File: src/rtl/dbd_pkg.sv
// package: payload types, calendar tables and constant-divisor helpers for the date difference block
`timescale 1ns / 1ps
package dbd_pkg;

  localparam int unsigned YearW  = 14;
  localparam int unsigned MonthW = 4;
  localparam int unsigned DayW   = 5;
  localparam int unsigned CountW = 22;
  // quotient widths for the leap count terms
  localparam int unsigned Q100W  = 8;
  localparam int unsigned Q400W  = 6;

  localparam logic [YearW-1:0]  YearMax   = 14'd9999;
  localparam logic [MonthW-1:0] MonthJan  = 4'd1;
  localparam logic [MonthW-1:0] MonthFeb  = 4'd2;
  localparam logic [MonthW-1:0] MonthDec  = 4'd12;
  localparam logic [DayW-1:0]   LeapFebLen = 5'd29;

  // floor(x / 100) = (x * 5243) >> 19, exact for x below 43690
  localparam logic [12:0] Div100Mul   = 13'd5243;
  localparam int unsigned Div100Shift = 19;
  localparam int unsigned DivArgW     = 15;
  localparam int unsigned DivProdW    = 28;

  typedef struct packed {
    logic [YearW-1:0]  first_year;
    logic [MonthW-1:0] first_month;
    logic [DayW-1:0]   first_day;
    logic [YearW-1:0]  second_year;
    logic [MonthW-1:0] second_month;
    logic [DayW-1:0]   second_day;
  } dbd_in_t;

  typedef struct packed {
    logic [CountW-1:0] day_count;
    logic              dates_valid;
  } dbd_out_t;

  typedef struct packed {
    logic [YearW-1:0]  year;
    logic [MonthW-1:0] month;
    logic [DayW-1:0]   day;
  } dbd_date_t;

  // day number of one date and its validity
  typedef struct packed {
    logic [CountW-1:0] num;
    logic              ok;
  } dbd_day_t;

  // stage load strobes shared by both lanes
  typedef struct packed {
    logic ld1;
    logic ld2;
  } dbd_lane_ctl_t;

  function automatic logic [8:0] div100(input logic [DivArgW-1:0] x);
    logic [DivProdW-1:0] prod;
    prod = DivProdW'(x) * DivProdW'(Div100Mul);
    return prod[Div100Shift +: 9];
  endfunction

  function automatic logic [DayW-1:0] month_len(input logic [MonthW-1:0] m, input logic leap);
    logic [DayW-1:0] len;
    unique case (m)
      4'd1, 4'd3, 4'd5, 4'd7, 4'd8, 4'd10, 4'd12: len = 5'd31;
      4'd4, 4'd6, 4'd9, 4'd11:                   len = 5'd30;
      4'd2:    len = leap ? LeapFebLen : 5'd28;
      default: len = '0;
    endcase
    return len;
  endfunction

  function automatic logic [8:0] days_before(input logic [MonthW-1:0] m);
    logic [8:0] n;
    unique case (m)
      4'd1:    n = 9'd0;
      4'd2:    n = 9'd31;
      4'd3:    n = 9'd59;
      4'd4:    n = 9'd90;
      4'd5:    n = 9'd120;
      4'd6:    n = 9'd151;
      4'd7:    n = 9'd181;
      4'd8:    n = 9'd212;
      4'd9:    n = 9'd243;
      4'd10:   n = 9'd273;
      4'd11:   n = 9'd304;
      4'd12:   n = 9'd334;
      default: n = 9'd0;
    endcase
    return n;
  endfunction

endpackage

File: src/rtl/days_between_dates.sv
// top level: absolute day count between two gregorian dates, two date lanes and a merge stage
// throughput: one date pair per cycle while the output is not stalled by out_ready_i;
// every stage loads as soon as its own slot is free
// stages: lane quotient stage, lane day-number stage, merge/output register
// reset: async active low, clears the stage valid bits only; datapath registers are not reset
`timescale 1ns / 1ps
module days_between_dates
  import dbd_pkg::*;
(
  input  logic     clk_i,
  input  logic     rst_ni,
  input  logic     in_valid_i,
  output logic     in_ready_o,
  input  dbd_in_t  in_data_i,
  output logic     out_valid_o,
  input  logic     out_ready_i,
  output dbd_out_t out_data_o
);

  // valid bits of the two lane stages, kept once here for both lanes
  logic v1_q, v2_q;
  logic s1_free, s2_free, s3_free;
  dbd_lane_ctl_t ctl;

  // a stage may load when it is empty or its beat moves on in the same cycle
  assign s2_free    = !v2_q || s3_free;
  assign s1_free    = !v1_q || s2_free;
  assign in_ready_o = s1_free;

  assign ctl.ld1 = in_valid_i && s1_free;
  assign ctl.ld2 = v1_q && s2_free;

  always_ff @(posedge clk_i or negedge rst_ni) begin
    if (!rst_ni) begin
      v1_q <= 1'b0;
      v2_q <= 1'b0;
    end else begin
      if (s1_free) begin
        v1_q <= in_valid_i;
      end
      if (s2_free) begin
        v2_q <= v1_q;
      end
    end
  end

  // split the input beat into one date per lane
  dbd_date_t date_a, date_b;
  dbd_day_t  day_a, day_b;

  assign date_a.year  = in_data_i.first_year;
  assign date_a.month = in_data_i.first_month;
  assign date_a.day   = in_data_i.first_day;
  assign date_b.year  = in_data_i.second_year;
  assign date_b.month = in_data_i.second_month;
  assign date_b.day   = in_data_i.second_day;

  // lane for the first date
  dbd_lane u_lane_a (
    .clk_i  (clk_i),
    .ctl_i  (ctl),
    .date_i (date_a),
    .res_o  (day_a)
  );

  // lane for the second date
  dbd_lane u_lane_b (
    .clk_i  (clk_i),
    .ctl_i  (ctl),
    .date_i (date_b),
    .res_o  (day_b)
  );

  // difference, validity merge and output register
  dbd_merge u_merge (
    .clk_i       (clk_i),
    .rst_ni      (rst_ni),
    .in_valid_i  (v2_q),
    .in_ready_o  (s3_free),
    .first_i     (day_a),
    .second_i    (day_b),
    .out_valid_o (out_valid_o),
    .out_ready_i (out_ready_i),
    .out_data_o  (out_data_o)
  );

endmodule

File: src/rtl/dbd_lane.sv
// one date lane: validity check and day number from year 0, in two register stages
`timescale 1ns / 1ps
module dbd_lane
  import dbd_pkg::*;
(
  input  logic          clk_i,
  input  dbd_lane_ctl_t ctl_i,
  input  dbd_date_t     date_i,
  output dbd_day_t      res_o
);

  // stage 1: date plus the quotient for the leap rule and the two quotients of the leap count
  dbd_date_t        date_q;
  logic [Q100W-1:0] qy_q, qa_q;
  logic [Q400W-1:0] qb_q;
  logic [Q100W-1:0] qy_d, qa_d;
  logic [Q400W-1:0] qb_d;

  logic [DivArgW-1:0] y_ext, ya, yb;

  always_comb begin
    y_ext = DivArgW'(date_i.year);
    ya    = y_ext + DivArgW'(99);
    yb    = y_ext + DivArgW'(399);
    qy_d  = Q100W'(div100(y_ext));
    qa_d  = Q100W'(div100(ya));
    qb_d  = Q400W'(div100(DivArgW'(yb >> 2)));
  end

  always_ff @(posedge clk_i) begin
    if (ctl_i.ld1) begin
      date_q <= date_i;
      qy_q   <= qy_d;
      qa_q   <= qa_d;
      qb_q   <= qb_d;
    end
  end

  // stage 2: leap rule, range checks and the closed form
  logic [YearW-1:0]  rem100;
  logic              leap;
  logic [YearW-1:0]  leaps;
  logic [DayW-1:0]   mlen;
  logic              ok_d;
  logic [CountW-1:0] num_d;
  dbd_day_t          res_q;

  always_comb begin
    rem100 = date_q.year - YearW'(qy_q) * YearW'(100);
    leap   = (date_q.year[1:0] == 2'b00) && ((rem100 != '0) || (qy_q[1:0] == 2'b00));
    leaps  = YearW'((DivArgW'(date_q.year) + DivArgW'(3)) >> 2) - YearW'(qa_q) + YearW'(qb_q);
    mlen   = month_len(date_q.month, leap);
    ok_d   = (date_q.year <= YearMax) && (date_q.month >= MonthJan) &&
             (date_q.month <= MonthDec) && (date_q.day != '0) && (date_q.day <= mlen);
    num_d  = CountW'(date_q.year) * CountW'(365) + CountW'(leaps) +
             CountW'(days_before(date_q.month)) + CountW'(date_q.day) +
             CountW'((date_q.month > MonthFeb) && leap);
  end

  always_ff @(posedge clk_i) begin
    if (ctl_i.ld2) begin
      res_q.num <= num_d;
      res_q.ok  <= ok_d;
    end
  end

  assign res_o = res_q;

endmodule

File: src/rtl/dbd_merge.sv
// merge stage: absolute difference of the two day numbers into the output register
`timescale 1ns / 1ps
module dbd_merge
  import dbd_pkg::*;
(
  input  logic     clk_i,
  input  logic     rst_ni,
  input  logic     in_valid_i,
  output logic     in_ready_o,
  input  dbd_day_t first_i,
  input  dbd_day_t second_i,
  output logic     out_valid_o,
  input  logic     out_ready_i,
  output dbd_out_t out_data_o
);

  logic     valid_q;
  dbd_out_t data_q, data_d;
  logic     free;

  assign free       = !valid_q || out_ready_i;
  assign in_ready_o = free;

  always_comb begin
    if (first_i.ok && second_i.ok) begin
      data_d.day_count   = (first_i.num > second_i.num) ? (first_i.num - second_i.num)
                                                        : (second_i.num - first_i.num);
      data_d.dates_valid = 1'b1;
    end else begin
      data_d.day_count   = '0;
      data_d.dates_valid = 1'b0;
    end
  end

  always_ff @(posedge clk_i or negedge rst_ni) begin
    if (!rst_ni) begin
      valid_q <= 1'b0;
    end else if (free) begin
      valid_q <= in_valid_i;
    end
  end

  always_ff @(posedge clk_i) begin
    if (free && in_valid_i) begin
      data_q <= data_d;
    end
  end

  assign out_valid_o = valid_q;
  assign out_data_o  = data_q;

endmodule

File: config.mk
export PLATFORM = sky130hd
export DESIGN_NAME = days_between_dates
export DESIGN_NICKNAME = d
export VERILOG_FILES = /design/src/rtl/dbd_pkg.sv /design/src/rtl/days_between_dates.sv /design/src/rtl/dbd_lane.sv /design/src/rtl/dbd_merge.sv
export SDC_FILE = /design/constraint.sdc
export NUM_CORES = 2
export LEC_CHECK = 0
export ABC_CLOCK_PERIOD_IN_PS = 22700
export BUFFER_PORTS_ARGS = -buffer_cell sky130_fd_sc_hd__buf_2
export CORE_ASPECT_RATIO = 0.7
export CORE_MARGIN = 2
export CORE_UTILIZATION = 30
export DETAILED_ROUTE_END_ITERATION = 12
export SYNTH_ARGS = -nofsm -noshare
export SYNTH_HDL_FRONTEND = slang
export SYNTH_SLANG_ARGS = --single-unit
File: constraint.sdc
create_clock -name clk_i -period 22.7 [get_ports clk_i]
set_clock_uncertainty 0.1 [all_clocks]
set_input_delay 4.54 -clock clk_i [delete_from_list [all_inputs] [get_ports clk_i]]
set_output_delay 4.54 -clock clk_i [all_outputs]
set_load 0.1 [all_outputs]
=== After elaboration in Yosys (flattened, before gate mapping) ===
Memory sizes are Yosys's and may differ from the RTL's. A register that Yosys moved wholly into a read port is not among the register bits.
Cells that the tools add are included.

* Register bits after elaboration: 162
* Memory bits (read-only): 288
* Input bits: 50
* Output and inout port bits: 25
* Logic and storage cells: 134
* Memories kept: 2

{| class="wikitable"
|+ Memory list
! name !! words !! width !! rd ports !! clocked after memory_dff !! wr ports !! line !! text
|-
| (name not given) || 16 || 9 || 1 || 1 || 0 || dbd_pkg.sv:76 || <nowiki>unique case (m)</nowiki>
|-
| (name not given) || 16 || 9 || 1 || 1 || 0 || dbd_pkg.sv:76 ||
|}

* Add/sub/neg operators: 22
* Multipliers: 10
* Order comparisons: 11
* Eq/ne operators: 24
* Multiplexer cells: 8
* Reductions and logical operators: 36

{| class="wikitable"
|+ Operator list
! kind !! number
|-
| 14-bit by 13-bit multiplier with 27-bit output, second input constant || 2
|-
| 15-bit by 13-bit multiplier with 27-bit output, second input constant || 2
|-
| 13-bit by 13-bit multiplier with 25-bit output, second input constant || 2
|-
| 22-bit by 1-bit adder with 22-bit output || 2
|-
| 22-bit by 14-bit adder with 22-bit output || 2
|-
| 22-bit by 5-bit adder with 22-bit output || 2
|-
| 22-bit by 9-bit adder with 22-bit output || 2
|-
| 14-bit by 9-bit multiplier with 22-bit output, second input constant || 2
|-
| 22-bit subtractor || 2
|-
| 4-bit == test, second input constant || 10
|-
| 4-bit by 3-bit == test with 1-bit output, second input constant || 8
|-
| 14-bit by 2-bit adder with 15-bit output, second input constant || 2
|-
| 14-bit by 7-bit adder with 15-bit output, second input constant || 2
|-
| 14-bit by 9-bit adder with 15-bit output, second input constant || 2
|-
| 5-bit case mux with 3 select lines || 2
|-
| 14-bit by 6-bit adder with 14-bit output || 2
|-
| 14-bit <= comparator, second input constant || 2
|-
| 14-bit nonzero test || 2
|-
| 13-bit by 8-bit subtractor with 14-bit output || 2
|-
| 14-bit subtractor || 2
|-
| 8-bit by 5-bit multiplier with 12-bit output, second input constant || 2
|-
| 22-bit greater-than comparator || 1
|-
| 22-bit two-way mux || 1
|-
| 4-bit by 2-bit == test with 1-bit output, second input constant || 4
|-
| other kinds (14) || 49
|}

=== Depth between registers and ports, before layout ===
* Word-level depth: 9
* Depth in mapped cells: 35
* Mapped depth without buffers: 35

=== Hierarchy ===
From an unflattened synthesis, not the netlist that was laid out.

* Cells, all modules: 4097
* Area total of the unflattened synthesis: 40447.5 um2

{| class="wikitable"
|+ By module, submodules not included
! module !! instances !! cells an instance !! area an instance (um2)
|-
| dbd_lane (u_lane_b) || 1 || 1820 || 18427.7
|-
| dbd_lane (u_lane_a) || 1 || 1819 || 18413.9
|-
| dbd_merge || 1 || 450 || 3502.1
|-
| days_between_dates || 1 || 8 || 103.8
|}

=== Worst setup path before layout ===
OpenSTA, ideal clock, no wires.

* Path type: input -> register
* Start: in in_data_i[33] (netlist bit)
* End: reg u_lane_a.qa_q[3] (data pin)
* Data arrival time: 10.384 ns
* Data required time: 22.342 ns
* Setup slack: 11.958 ns
* Cell stages on the path: 23
* Path buffers: 0
* Cell sequence: inv_1 -> ha_1 -> nor2b_1 -> a21oi_1 -> o21bai_1 -> nand2_1 -> xnor2_1 -> ha_1 -> fa_1 -> fa_1 -> inv_1 -> fa_1 -> fa_1 -> inv_1 -> ha_1 -> a21o_1 -> a21o_1 -> a211o_1 -> a32o_1 -> a2bb2oi_1 -> a221o_1 -> a21oi_1 -> xnor2_1

* Cells in the longest elaborated chain, start to end: 2

{| class="wikitable"
|+ RTL lines
! what !! line !! text
|-
| from (decl) || days_between_dates.sv:14 || <nowiki>input dbd_in_t in_data_i,</nowiki>
|-
| 14-bit by 7-bit adder with 15-bit output || dbd_lane.sv:23 || <nowiki>ya = y_ext + DivArgW'(99);</nowiki>
|-
| 15-bit by 13-bit multiplier with 27-bit output || dbd_pkg.sv:59 || <nowiki>prod = DivProdW'(x) * DivProdW'(Div100Mul);</nowiki>
|-
| via u_lane_a.qa_d[3] || dbd_lane.sv:16 || <nowiki>logic [Q100W-1:0] qy_d, qa_d;</nowiki>
|-
| to (signal assigned) || dbd_lane.sv:34 || <nowiki>qa_q <= qa_d;</nowiki>
|-
| to (decl) || dbd_lane.sv:14 || <nowiki>logic [Q100W-1:0] qy_q, qa_q;</nowiki>
|}

The timed path passes the listed nets, and every way through them passes these cells.
A chain may end at the register's enable or synchronous reset.

=== Worst setup path after layout ===
* Start: in in_data_i[32] (netlist bit)
* End: reg u_lane_a.qa_q[3] (data pin)

The elaborated chain is that of the path after synthesis.

==> reports/results.ini <==
[run_status]
status = complete, but fails checks
violations = DRC

[clock_tree]
clk_pin_slew_ps = 80
clk_latency_ps = 510
numCtsBuffers = 17
ctsHoldBuffers = 0
cts_buffer_depth = 2
post_cts_buffers = 0
h-tree-depth = 4
cts_tree = built
clock-sinks = 180
cts_root_buf = clkbuf_16
post_cts_resized = 0

[finish]
drive_above_1_share_pct = 3.63
final_cells = 5838
final_util_pct = 32.7
syn_to_final_growth_pct = 8.01
layout_commonest_cell = inv_1
layout_common_cells = inv_1 (1078), ha_1 (941), fa_1 (530)
layout.nets = 5589

[floorplanning]
rows = 111
core_sq_um = 131000
io_pins = 75
die_h_um = 308
start_util_pct = 30.3
dieArea_sq_um = 135000
die_width_um = 439

[logic_synthesis]
ys_ff_latch = 180
ys_types = 80
synthCells = 3985
ys_async_sr_fraction_pct = 1.67
synth_warnings = 0
synth-edff-count = 159
synth_ff_type = edfxtp_1
yosys.area.top_type = ha_1
synth_area_sq_um = 39700
syn_avg_cell_area_sq_um = 9.95
synth_nets = 5506
synth_area_leaders = ha_1 (30%), fa_1 (27%), edfxtp_1 (12%), inv_1 (10%), xnor2_1 (3.8%)
synth.top_cell.area_share_pct = 29.7
ys_seq_area_share_pct = 13.1

[detailed_routing]
vias = 26400
wire_per_inst_um = 15.4
antenna_left = 0
highest_layer = met4
routed-wl-met2_mm = 35.5
wl_met1_mm = 49.0
drc_errors = 4
drt-initial-drc-count = 1705
finalWirelength_mm = 90.0
vias_per_cell = 4.52
first_pass_iters = 11
wl_met3_mm = 4.11

[global_route]
grt_remaining_overflow = 0
antenna_found_initial = 13
grt_pass1_wl_mm = 148
grt_use_total_pct = 13.8
grt_max_degree = 48
grt_pass1_vias = 27000

[timing]
grt_setup_unrepaired = false
fmax_mhz = 88.9
finalMaxSlewViolations = 0
finalHoldViolCount = 0
finalSetupViolCount = 0
setup_tns_ps = 0
max_slew_margin_pct = 17.2
fin_crit_sh_pct = 49.6
fin_crit_ps = 11250
worstMarginPinSlew_ps = 1210

[setup_path]
start_kind = input port
criticalPathCategory = input port to flip-flop
crit_fanout = 10
crit_arrival_ps = 11420
end_kind = flip-flop
critPathRequiredTime_ps = 22870

[placement]
gp_congestion = 0.896
dp_hpwl_mm = 79.8
dp_cells = 5800
portBuffers = 74

[flow_run]
max-cap-violations = 0

[worst_hold_path]
min_path_type = flip-flop to flip-flop

-- Yosys cell counts, types with 8 or more instances --
library cell,count
ha_1,941
o21a_1,27
a21oi_1,138
and3_1,18
nor3_1,46
or2_2,16
or3_1,18
o21ai_0,114
nor2_1,110
nor2b_1,28
a31oi_1,20
dfxtp_1,18
o211ai_1,19
xnor2_1,173
and2_1,17
and4_1,12
nand2b_1,22
o21bai_1,17
nand4_1,18
nand3_1,46
mux2i_1,29
a21o_1,35
xor2_1,53
inv_1,1079
a211oi_1,21
clkbuf_1,10
nand2_1,119
edfxtp_1,159
a21boi_0,8
o31ai_1,12
fa_1,530
-- critical path, cell delays in order --
cell       delay (ps)
buf_2             220
inv_1             160
ha_1              350
nor2b_1           230
a21oi_1           130
o21bai_1          280
nand2_1           140
xnor2_1           660
ha_1              390
fa_1              510
fa_1              550
inv_1              60
fa_1              470
fa_1              550
inv_1              50
ha_1              310
a21o_1            170
a21o_1            170
a211o_1           290
a32o_1            340
a2bb2oi_1         190
a221o_1           370
a21oi_1           200
xnor2_1            80
-- cell type report --
type | count | area (sq um)
inverter | 1080 | 4060
clock inverter | 15 | 205
fill | 13400 | 88300
multi-input combinational | 2710 | 30300
clock buffer | 17 | 425
antenna | 6 | 15.0
sequential | 180 | 5210
tap | 1751 | 2190
timing repair buffer | 79 | 408
-- cells by family (layout without fill, tap and decap cells) --
family,count (synthesis),after routing,synth area share [%]
fa+ha+maj,1471,1471,56.4
buf+inv,1095,1191,10.4
xor+xnor,227,227,5.05
simple gates,494,494,6.19
other cells,0,6,0
flops,180,180,13.1
mux,36,36,0.931
compound gates,482,482,7.86
-- sequential cells by signal, indices dropped and copies added, names as in the netlist, 6 cells and up, named ones only --
| register | count |
|---|---|
| u_lane_a.date_q | 23 |
| u_lane_a.res_o | 23 |
| u_lane_b.date_q | 23 |
| u_lane_b.res_o | 23 |
| u_merge.out_data_o | 23 |
| u_lane_a.qa_q | 8 |
| u_lane_a.qy_q | 8 |
| u_lane_b.qa_q | 8 |
| u_lane_b.qy_q | 8 |
| u_lane_a.qb_q | 6 |
| u_lane_b.qb_q | 6 |
-- per-layer routing --
layer | vias to the layer above | GRT usage [%]
met2 | 450 | 19.4
met1 | 12800 | 21.7
met5 | - | 0
met4 | 0 | 2.97
met3 | 61 | 2.40
li1 | 13100 | -
-- final timing paths --
check                                 start                 end  slack (ps)  cells past startpoint
setup / recovery              in_data_i[32]    u_lane_a.qa_q[3]       11450                     24
hold / removal                         v1_q                v2_q         380                      1
setup reg to reg           u_lane_a.qy_q[3]  u_lane_a.res_o[21]       13680                     32
hold reg to reg                        v1_q                v2_q         380                      1
max in group asynchronous            rst_ni                v2_q       18680                      1
min in group asynchronous            rst_ni                v1_q        3720                      1
-- through the flow --
stage,worst slack (ps),hold slack [ps],instance area [sq um]
3_3_place_gp,11110,359,42200
4_1_cts,11460,382,42800
3_5_place_dp,10940,363,42200
5_1_grt,10920,413,42800
2_1_floorplan,11960,349,39700
6_report,11450,384,42800
Power is left out: the tool's default activity adds up to more than one toggle a clock period on the data nets, which glitch-free logic cannot reach.
